==> src/sv/dams_pkg.sv <==
package dams_pkg;

    localparam int DIGITS      = 256;
    localparam int IDX_W       = $clog2(DIGITS);
    localparam int CNT_W       = IDX_W + 1;
    localparam int DIGIT_W     = 4;
    localparam int FACTOR_W    = 10;
    localparam int CARRY_W     = 10;
    localparam int VALUE_W     = 14;
    localparam int SUM_W       = 12;

    // divide by ten as (v * 52429) >> 19, exact for every v below 2**14
    localparam int RECIP_MUL   = 52429;
    localparam int RECIP_SHIFT = 19;
    localparam int PROD_W      = 30;

    localparam logic [SUM_W-1:0] SUM_MAX = {SUM_W{1'b1}};

    localparam int SUM_BOUND = (9 * DIGITS > 4095) ? 4095 : 9 * DIGITS;

    typedef struct packed {
        logic             start;
        logic             rd;
        logic [IDX_W-1:0] addr;
        logic             load_out;
    } t_cmd;

    typedef struct packed {
        logic last;
        logic out_free;
    } t_status;

endpackage

==> src/sv/dams_ctrl.sv <==
module dams_ctrl
    import dams_pkg::*;
(
    input  logic    i_clk,
    input  logic    i_rst_n,
    input  logic    i_in_valid,
    output logic    o_in_ready,
    input  t_status i_status,
    output t_cmd    o_cmd
);

    localparam logic [1:0] ST_IDLE = 2'd0;
    localparam logic [1:0] ST_RUN  = 2'd1;
    localparam logic [1:0] ST_FIN  = 2'd2;

    logic [1:0]       r_state;
    logic [1:0]       n_state;
    logic [CNT_W-1:0] r_cnt;
    logic [CNT_W-1:0] n_cnt;
    logic             w_issue;

    assign o_in_ready = (r_state == ST_IDLE);
    assign w_issue    = (r_state == ST_RUN) && (r_cnt < CNT_W'(DIGITS));

    always_comb begin
        o_cmd          = '0;
        o_cmd.start    = o_in_ready && i_in_valid;
        o_cmd.rd       = w_issue;
        o_cmd.addr     = r_cnt[IDX_W-1:0];
        o_cmd.load_out = (r_state == ST_FIN) && i_status.out_free;
    end

    always_comb begin
        n_state = r_state;
        n_cnt   = r_cnt;
        unique case (r_state)
            ST_IDLE: begin
                n_cnt = '0;
                if (i_in_valid) begin
                    n_state = ST_RUN;
                end
            end
            ST_RUN: begin
                if (w_issue) begin
                    n_cnt = r_cnt + CNT_W'(1);
                end
                if (i_status.last) begin
                    n_state = ST_FIN;
                end
            end
            ST_FIN: begin
                // hold the finished result until the output slot frees up
                if (i_status.out_free) begin
                    n_state = ST_IDLE;
                end
            end
            default: begin
                n_state = ST_IDLE;
            end
        endcase
    end

    always_ff @(posedge i_clk) begin
        if (!i_rst_n) begin
            r_state <= ST_IDLE;
            r_cnt   <= '0;
        end else begin
            r_state <= n_state;
            r_cnt   <= n_cnt;
        end
    end

endmodule

==> src/sv/dams_datapath.sv <==
module dams_datapath
    import dams_pkg::*;
(
    input  logic                i_clk,
    input  logic                i_rst_n,
    input  t_cmd                i_cmd,
    input  logic [FACTOR_W-1:0] i_factor,
    input  logic                i_restart,
    input  logic                i_out_ready,
    output t_status             o_status,
    output logic                o_out_valid,
    output logic [SUM_W-1:0]    o_out_sum,
    output logic                o_out_ovf
);

    logic [DIGIT_W-1:0]  r_mem [DIGITS];

    logic [FACTOR_W-1:0] r_factor;
    logic                r_restart;
    logic                r_fresh;
    logic                r_ovf;

    // stage 1: registered read data
    logic                r_v1;
    logic [IDX_W-1:0]    r_a1;
    logic [DIGIT_W-1:0]  r_rdata;
    logic [DIGIT_W-1:0]  w_digit_in;

    // stage 2: digit times factor
    logic                r_v2;
    logic [IDX_W-1:0]    r_a2;
    logic [VALUE_W-1:0]  r_p;

    logic [CARRY_W-1:0]  r_carry;
    logic [SUM_W-1:0]    r_sum;

    logic [VALUE_W-1:0]  w_value;
    logic [PROD_W-1:0]   w_prod;
    logic [CARRY_W-1:0]  n_carry;
    logic [VALUE_W-1:0]  w_rem;
    logic [DIGIT_W-1:0]  w_digit;
    logic [SUM_W:0]      w_sum_ext;
    logic [SUM_W-1:0]    n_sum;
    logic                w_last;

    logic                r_out_valid;
    logic [SUM_W-1:0]    r_out_sum;
    logic                r_out_ovf;

    // a restarted pass ignores the store and reads the value one
    assign w_digit_in = r_restart ? ((r_a1 == '0) ? DIGIT_W'(1) : '0) : r_rdata;

    assign w_value   = r_p + VALUE_W'(r_carry);
    assign w_prod    = PROD_W'(w_value) * PROD_W'(RECIP_MUL);
    assign n_carry   = w_prod[RECIP_SHIFT +: CARRY_W];
    assign w_rem     = w_value - VALUE_W'(n_carry) * VALUE_W'(10);
    assign w_digit   = w_rem[DIGIT_W-1:0];
    assign w_sum_ext = {1'b0, r_sum} + (SUM_W+1)'(w_digit);
    assign n_sum     = w_sum_ext[SUM_W] ? SUM_MAX : w_sum_ext[SUM_W-1:0];
    assign w_last    = r_v2 && (r_a2 == IDX_W'(DIGITS - 1));

    assign o_status.last     = w_last;
    assign o_status.out_free = !r_out_valid || i_out_ready;

    assign o_out_valid = r_out_valid;
    assign o_out_sum   = r_out_sum;
    assign o_out_ovf   = r_out_ovf;

    always_ff @(posedge i_clk) begin
        if (r_v2) begin
            r_mem[r_a2] <= w_digit;
        end
        if (i_cmd.rd) begin
            r_rdata <= r_mem[i_cmd.addr];
        end
    end

    always_ff @(posedge i_clk) begin
        r_a1 <= i_cmd.addr;
        r_a2 <= r_a1;
        r_p  <= VALUE_W'(w_digit_in) * VALUE_W'(r_factor);
        if (i_cmd.start) begin
            r_factor  <= i_factor;
            r_restart <= i_restart || r_fresh;
            r_carry   <= '0;
            r_sum     <= '0;
        end else if (r_v2) begin
            r_carry <= n_carry;
            r_sum   <= n_sum;
        end
        if (i_cmd.load_out) begin
            r_out_sum <= r_sum;
            r_out_ovf <= r_ovf;
        end
    end

    always_ff @(posedge i_clk) begin
        if (!i_rst_n) begin
            r_v1        <= 1'b0;
            r_v2        <= 1'b0;
            r_fresh     <= 1'b1;
            r_ovf       <= 1'b0;
            r_out_valid <= 1'b0;
        end else begin
            r_v1 <= i_cmd.rd;
            r_v2 <= r_v1;
            if (i_cmd.start) begin
                r_fresh <= 1'b0;
            end
            if (w_last && (n_carry != '0)) begin
                r_ovf <= 1'b1;
            end
            if (i_cmd.load_out) begin
                r_out_valid <= 1'b1;
            end else if (i_out_ready) begin
                r_out_valid <= 1'b0;
            end
        end
    end

endmodule

==> src/sv/decimal_accumulator_multiply_digit_sum.sv <==
// Decimal accumulator: holds a DIGITS-digit decimal number, multiplies it by
// the factor of each input transfer and returns the digit sum.
//
// Input stream: tdata carries the factor, tuser the restart flag. Restart
// reloads the number with one before the multiply. Output stream: tdata
// carries the digit sum (saturates at 4095), tuser the sticky overflow flag.
//
// One input transfer gives one output transfer. The multiply walks the
// digit memory once, one digit per cycle, through a three-stage loop (read,
// digit times factor, carry and divide by ten). Input ready is high only
// between items, so a new item is accepted only once the last one has
// finished its pass.
//
// Reset clears the overflow flag and makes the next item start from one.
// A stalled output holds its result; the next item may be accepted and
// computed meanwhile, and then waits at the end of its pass for the slot.
module decimal_accumulator_multiply_digit_sum
    import dams_pkg::*;
(
    input  logic        i_clk,
    input  logic        i_rst_n,
    input  logic        i_s_tvalid,
    output logic        o_s_tready,
    input  logic [15:0] i_s_tdata,   // [9:0] factor, [15:10] zero
    input  logic [0:0]  i_s_tuser,   // [0] restart
    output logic        o_m_tvalid,
    input  logic        i_m_tready,
    output logic [15:0] o_m_tdata,   // [11:0] digit_sum, [15:12] zero
    output logic [0:0]  o_m_tuser    // [0] overflow
);

    t_cmd             w_cmd;
    t_status          w_status;
    logic [SUM_W-1:0] w_sum;
    logic             w_ovf;

    dams_ctrl u_ctrl (
        .i_clk      (i_clk),
        .i_rst_n    (i_rst_n),
        .i_in_valid (i_s_tvalid),
        .o_in_ready (o_s_tready),
        .i_status   (w_status),
        .o_cmd      (w_cmd)
    );

    dams_datapath u_datapath (
        .i_clk       (i_clk),
        .i_rst_n     (i_rst_n),
        .i_cmd       (w_cmd),
        .i_factor    (i_s_tdata[FACTOR_W-1:0]),
        .i_restart   (i_s_tuser[0]),
        .i_out_ready (i_m_tready),
        .o_status    (w_status),
        .o_out_valid (o_m_tvalid),
        .o_out_sum   (w_sum),
        .o_out_ovf   (w_ovf)
    );

    assign o_m_tdata = {(16 - SUM_W)'(0), w_sum};
    assign o_m_tuser = w_ovf;

endmodule

==> config.mk <==
export PLATFORM = sky130hd
export DESIGN_NAME = decimal_accumulator_multiply_digit_sum
export DESIGN_NICKNAME = d
export VERILOG_FILES = /design/src/sv/dams_pkg.sv /design/src/sv/dams_ctrl.sv /design/src/sv/dams_datapath.sv /design/src/sv/decimal_accumulator_multiply_digit_sum.sv
export SDC_FILE = /design/constraint.sdc
export NUM_CORES = 2
export LEC_CHECK = 0
export ABC_AREA = 1
export BUFFER_PORTS_ARGS = -buffer_cell sky130_fd_sc_hd__buf_2
export CORE_AREA = 2 2 320 322
export CTS_CLUSTER_DIAMETER = 40
export DETAILED_ROUTE_END_ITERATION = 10
export DIE_AREA = 0 0 322 324
export PLACE_DENSITY = 0.65
export REMOVE_ABC_BUFFERS = 1
export SYNTH_ARGS = -nofsm -noshare
export SYNTH_HDL_FRONTEND = slang
export SYNTH_SLANG_ARGS = --single-unit
==> constraint.sdc <==
create_clock -name i_clk -period 33.6 [get_ports i_clk]
set_input_delay 3.36 -clock i_clk [delete_from_list [all_inputs] [get_ports i_clk]]
set_output_delay 3.36 -clock i_clk [all_outputs]
set_load 0.02 [all_outputs]
# Word-level counts from Yosys, hierarchy flattened
# Memories as Yosys holds them, arrays and structs flattened. A register that Yosys moved wholly into a read port is not among the register bits.
# Index checks and enable logic that the tools add are counted.
# W data, S select, Z words.
dict set report word_totals {
  register_bits 92
  latch_bits 0
  ram_bits 1024
  romBits 0
  in_bits 21
  output_inout_bits 19
  word_cells 60
  n_memories 1
}
dict set report classes {
  n_addsub 4
  n_mul 3
  n_div 0
  order_cmp 1
  eq_ne 7
  n_shift 0
  muxes 13
  n_bitwise 0
  reduce_logical 15
}
# name words word_bits rd rd_ports_with_merged_regs wr line
set mem_list {}
lappend mem_list {u_datapath.r_mem 256 4 1 1 1 dams_datapath.sv:16} ;# logic [DIGIT_W-1:0] r_mem [DIGITS];
# cell n
set op_table {}
lappend op_table {{$mul A14 B16 Y29 const B} 1}
lappend op_table {{$pmux W9 S2} 1}
lappend op_table {{$add A14 B10 Y14} 1}
lappend op_table {{$mul A4 B10 Y14} 1}
lappend op_table {{$add A12 B4 Y13} 1}
lappend op_table {{$mux W12} 1}
lappend op_table {{$mul A10 B3 Y3 const B} 1}
lappend op_table {{$reduce_bool A10 Y1} 1}
lappend op_table {{$add A9 B1 Y9 const B} 1}
lappend op_table {{$lt A9 B9 Y1 const B} 1}
lappend op_table {{$mux W9} 1}
lappend op_table {{$eq A8 B8 Y1 const B} 1}
lappend op_table {{$logic_not A8 Y1} 1}
lappend op_table {{$mux W2} 3}
lappend op_table {{$ne A2 B1 Y1 const B} 3}
lappend op_table {{$pmux W2 S3} 1}
lappend op_table {{$logic_and A1 B1 Y1} 5}
lappend op_table {{$mux W1} 5}
lappend op_table {{$mux W4} 1}
lappend op_table {{$reduce_bool A2 Y1} 2}
lappend op_table {{$sub A4 B4 Y4} 1}
lappend op_table {{$reduce_and A3 Y1} 1}
lappend op_table {{$eq A2 B1 Y1 const B} 1}
lappend op_table {{$eq A2 B2 Y1 const B} 1}
lappend op_table {{other kinds (5)} 6}

# Longest topological paths before layout
dict set report depth {
  depth_word 6
  ltp_mapped 48
  ltp_nobuf 48
}

# Hierarchy
# Synthesis repeated with hierarchy kept, for this count alone.
dict set report unflattened {
  hier_cells 4614
  hier_area_um2 50828.7
}
# mod n_inst cells_per_inst area_each_um2 seq_area_each_um2
set by_module_without_submodules {}
lappend by_module_without_submodules {dams_datapath 1 4511 50150.6 32731.4}
lappend by_module_without_submodules {dams_ctrl 1 98 644.4 220.2}
lappend by_module_without_submodules {decimal_accumulator_multiply_digit_sum 1 5 33.8 0.0}

# Worst setup path after synthesis
# OpenSTA, ideal clock, no wires.
dict set report synth_path {
  path_kind {reg2reg}
  from {register u_datapath.r_carry[0]}
  to {register u_datapath.r_sum[10]}
  setup_time_ns 0.115
  arrival_ns 15.532
  t_required_ns 33.485
  path_slack_ns 17.952
  stages_incl_launch_ff 30
  n_path_buf 0
  synth_period_minus_slack_ns 15.648
  path_cell_list {dfxtp_1 > ha_1 > inv_1 > fa_1 > inv_1 > ha_1 > nand2_1 > inv_1 > nand2_1 > nor3_1 > nand2_1 > nand2_1 > nand2_1 > nand2_2 > inv_1 > ha_1 > fa_1 > xnor2_1 > xor2_1 > ha_1 > nand2_1 > nor2_1 > a211oi_1 > nor2_1 > nand2_1 > nor2_1 > nand2_1 > nor2_1 > o21ai_0 > inv_1}
}
dict set report synth_between {
  elab_chain_len 6
}
# item line
set synth_lines {}
lappend synth_lines {{start: declaration} dams_datapath.sv:34} ;# logic [CARRY_W-1:0] r_carry;
lappend synth_lines {{start signal: assignment} dams_datapath.sv:88} ;# r_carry <= n_carry;
lappend synth_lines {{$add A14 B10 Y14} dams_datapath.sv:53} ;# assign w_value = r_p + VALUE_W'(r_carry);
lappend synth_lines {{$mul A14 B16 Y29} dams_datapath.sv:54} ;# assign w_prod = PROD_W'(w_value) * PROD_W'(RECIP_MUL);
lappend synth_lines {{net u_datapath.w_prod[19]} dams_datapath.sv:38} ;# logic [PROD_W-1:0] w_prod;
lappend synth_lines {{$mul A10 B3 Y3} dams_datapath.sv:56} ;# assign w_rem = w_value - VALUE_W'(n_carry) * VALUE_W'(10);
lappend synth_lines {{$sub A4 B4 Y4} dams_datapath.sv:56}
lappend synth_lines {{net u_datapath.w_rem[3]} dams_datapath.sv:40} ;# logic [VALUE_W-1:0] w_rem;
lappend synth_lines {{$add A12 B4 Y13} dams_datapath.sv:58} ;# assign w_sum_ext = {1'b0, r_sum} + (SUM_W+1)'(w_digit);
lappend synth_lines {{$mux W12} dams_datapath.sv:59} ;# assign n_sum = w_sum_ext[SUM_W] ? SUM_MAX : w_sum_ext[SUM_W-1:0];
lappend synth_lines {{end signal: assignment} dams_datapath.sv:89} ;# r_sum <= n_sum;
lappend synth_lines {{end: declaration} dams_datapath.sv:35} ;# logic [SUM_W-1:0] r_sum;
# The timed path passes the listed nets, and every way through them passes these cells.
# A chain may end at the register's enable or synchronous reset.

# Worst setup path in the final report
dict set report layout_path {
  from {register u_datapath.r_carry[0]}
  to {memory u_datapath.r_mem[69][3] (data pin)}
}
dict set report layout_between {
  elab_chain_len 4
}
# item line
set layout_lines {}
lappend layout_lines {{$add A14 B10 Y14} dams_datapath.sv:53}
lappend layout_lines {{$mul A14 B16 Y29} dams_datapath.sv:54}
lappend layout_lines {{net u_datapath.w_prod[19]} dams_datapath.sv:38}
lappend layout_lines {{$mul A10 B3 Y3} dams_datapath.sv:56}
lappend layout_lines {{$sub A4 B4 Y4} dams_datapath.sv:56}
lappend layout_lines {{net u_datapath.w_rem[3]} dams_datapath.sv:40}
lappend layout_lines {{end: declaration} dams_datapath.sv:16}
# The timed path passes the listed nets, and every way through them passes these cells.

==> impl_summary.md <==
Worst setup path
The cell repeated most along the worst path is sky130_fd_sc_hd__inv_1. The launching element type of the critical path is a register. Data on the critical path is required at its endpoint by 34.01 ns. The critical path arrival is 9.75 ns. The classification of the worst setup path is register to register. The startpoint identified for the worst register-to-register timing path is u_datapath.r_carry[0]. For this design, the slowest cell found on the critical path is sky130_fd_sc_hd__buf_4. In this run the worst setup path begins at u_datapath.r_carry[0]. The minimum setup slack among reg-to-reg paths is 24.26 ns. The depth of the worst register-to-register path is 35. The critical path ends at u_datapath.r_mem[69][3].

For this run, the slowest stage of the critical path takes 0.79 ns. The endpoint class of the critical path is a register. Along the worst path, the maximum fanout reaches 184. The worst register-to-register path ends at u_datapath.r_mem[69][3].

Clocking
The clock latency on the worst-skew pair is 0.74 ns. The number of buffers inserted during clock tree synthesis is 138. The clock tree from TritonCTS is built. The maximum buffer depth of the clock tree is 3. Clock-pin slew was measured on the worst setup and hold paths at 0.06 ns. Hold repair after CTS inserted 0 buffers.

Post-CTS repair changed the size of 0 cells. The H-tree was split into 4 levels. Once the clock tree was built, the setup fixing pass inserted 0 buffers. Clock tree synthesis selected as its root buffer the cell sky130_fd_sc_hd__clkbuf_16. The clock net in this run drives a total of 1120 sinks.

Placed design
At the end of routability-driven placement, the weighted congestion stood at 0.865. The number of buffer cells added on primary ports is 29. Detailed placement ended at an HPWL of 72400 um.

Timing
Setup repair after global routing left no endpoint under its margin. The share of the clock period used by the worst path after layout is 27.8%. The summed negative setup slack over all endpoints is 0 ns.

Timing would allow up to 107 MHz. At the pin with the least slew margin, the transition time is 1.55 ns. The relative slew slack is -3.27%. Setup violations remaining at the end of the flow were counted as 0. The final hold violation count is 0. The final max-slew violation count is 138. The maximum clock skew at final layout is 0.0369 ns. The clock period could shrink to 9.34 ns.

Final layout
Counting the fill cells in the layout gives 8497. In the final layout, flip-flops and latches occupy 0.0330 mm2. The net count reported at finish is 4519. The top cell types in the final layout, fill and taps aside, are sky130_fd_sc_hd__edfxtp_1, sky130_fd_sc_hd__nor2_1, sky130_fd_sc_hd__o21ai_0, sky130_fd_sc_hd__nand2_1, sky130_fd_sc_hd__inv_1. The layout-stage area growth over the synthesis result is 10.7%. In the final layout, the multi-input gates occupy 0.0149 mm2. The post-route netlist has 7.06% of its cells at a drive strength greater than 1. Once layout is complete, the utilization of the core stands at 55.0%. The library cell used most frequently in the layout, excluding fill and tap cells, is sky130_fd_sc_hd__edfxtp_1.

Route
The first-pass iteration count of the detailed router is 6. The routed wire length is 124000 um. After detailed routing, the number of remaining DRC violations is 0. For this block, the initial DRC count from the detailed router was 3333. After detailed routing, the average wire length per cell comes to 21.7 um. Across all layers, the routed design uses 32900 vias.

The number of antenna-violating nets in the routed design is 0. The via count normalized by instance count is 5.77.

Logic synthesis
In this run, synthesis inferred 1052 flip-flops with an integrated enable. After synthesis, the mean cell area works out to 11.5 um2. The most used flip-flop cell after synthesis is sky130_fd_sc_hd__edfxtp_1. During synthesis, Yosys emitted a total of 0 warnings. The distinct cell type count of the synthesized netlist is 50.

The share of synthesized registers carrying an async set or reset is 0%. The register bit total from synthesis is 1120. Summing the sequential cell areas from Yosys gives 65.7% of the chip area. The cell area that synthesis handed to floorplanning was 0.0502 mm2. Synthesis produced 4344 cells.

Floorplanning
From left edge to right edge, the die measures 322 um. The count of boundary I/O pins is 40. The chip height is 324 um. The row count is 117. The initial core utilization is 49.7%. The region available for standard cell placement spans 0.101 mm2. The area of the die is 0.104 mm2.

Global route
The overall track demand over capacity in global routing is 23.8%. Global routing finished with a remaining overflow of 0. The via count of the first global-routing pass is 31800. The number of antenna violations at the first check in global routing is 2. The maximum number of pins on one net before global-route repair is 289. The first-pass GRT wire length is 189000 um.

Worst hold path
The number of cells on the worst hold path is 0. The worst hold path belongs to the class register to register.

Job
Across the run, the number of max-cap violations was 0.

Outcome
The run finished, with violations left. The final reports fail on max-slew violations.
-- registers in the layout (all words and copies together), names as in the netlist, 2 cells and up --
signal and count:
u_datapath.r_factor 10, u_ctrl.r_cnt 9, u_ctrl.r_state 2, u_datapath.r_a2 8, u_datapath.r_p 14, u_datapath.r_carry 10, u_datapath.o_out_sum 12, u_datapath.r_a1 8
u_datapath.r_mem 1024, u_datapath.r_sum 12, u_datapath.r_rdata 4
-- synth_stat cells (68+ instances only) --
cell	n	area share [%]
sky130_fd_sc_hd__a21oi_1	78	0.78
sky130_fd_sc_hd__o21ai_0	481	4.8
sky130_fd_sc_hd__dfxtp_1	68	2.7
sky130_fd_sc_hd__buf_2	76	0.76
sky130_fd_sc_hd__inv_1	283	2.1
sky130_fd_sc_hd__o221ai_1	99	1.7
sky130_fd_sc_hd__fa_1	73	2.9
sky130_fd_sc_hd__ha_1	129	3.2
sky130_fd_sc_hd__nand2_1	392	2.9
sky130_fd_sc_hd__nor2_1	884	6.6
sky130_fd_sc_hd__edfxtp_1	1052	63
sky130_fd_sc_hd__clkbuf_1	127	0.95
sky130_fd_sc_hd__o22ai_1	157	2.0
sky130_fd_sc_hd__nand3_1	157	1.6
-- cells by family (layout without fill, tap and decap cells) --
family | after synthesis | count (layout) | share of synthesized area [%]
AOI/OAI and AO/OA | 933 | 933 | 10.8
xor gates and xnor gates | 34 | 34 | 0.594
adders and majority gates | 202 | 202 | 6.13
buffers and inverters | 548 | 604 | 4.74
DFF | 1120 | 1120 | 65.7
other | 1 | 5 | 0.00748
and+or+nand+nor | 1506 | 1506 | 12.0
-- layer usage --
metal / vias up / GRT usage, % / part of all wire (%)
met3: 216 / 4.16 / 7.6
met2: 1244 / 38.8 / 48
met4: 2 / 8.37 / 2.9
met1: 16100 / 32.3 / 42
li1: 15400 / - / -
met5: - / 0 / 0.0072
-- worst min-delay path by stage --
stage / startpoint / endpoint / slack (ns)
3_5_place_dp: u_datapath.r_a1[1] / u_datapath.r_a2[1] / 0.34
4_1_cts: u_datapath.r_a1[1] / u_datapath.r_a2[1] / 0.34
6_report: u_datapath.r_a1[1] / u_datapath.r_a2[1] / 0.35
5_1_grt: u_datapath.r_a1[1] / u_datapath.r_a2[1] / 0.36
2_1_floorplan: u_datapath.r_a1[6] / u_datapath.r_a2[6] / 0.33
3_3_place_gp: u_datapath.r_a1[1] / u_datapath.r_a2[1] / 0.34
-- critical path, delay by kind of cell, from the launching register on --
kind | cells | cell delay [ns]
adders and majority gates | 11 | 3.97
buffers and inverters | 11 | 2.09
xor gates and xnor gates | 3 | 1.07
DFF | 1 | 0.33
and+or+nand+nor | 9 | 1.09
AOI/OAI and AO/OA | 1 | 0.26
-- through the flow --
stage	std cells	hold slack [ns]	worst slack, ns	area, um2
floorplan	4089	0.331	17.95	48900
global placement	5465	0.338	24.40	51100
detailed placement	5465	0.338	24.31	51100
CTS	5712	0.345	24.28	55500
global route	5712	0.356	23.68	55500
finish	5713	0.345	24.26	55500
-- layout make-up --
| class | instances | area share (%) |
|---|---|---|
| sequential | 1120 | 59.4 |
| multi-input combinational | 2679 | 26.8 |
| clock buffer | 167 | 6.59 |
| tap | 1309 | 2.95 |
| inverter | 290 | 2.03 |
| clock inverter | 80 | 1.38 |
| timing repair buffer | 67 | 0.888 |
| antenna | 1 | 0.00451 |
Power is left out: the tool's default activity adds up to more than one toggle a clock period on the data nets, which glitch-free logic cannot reach.
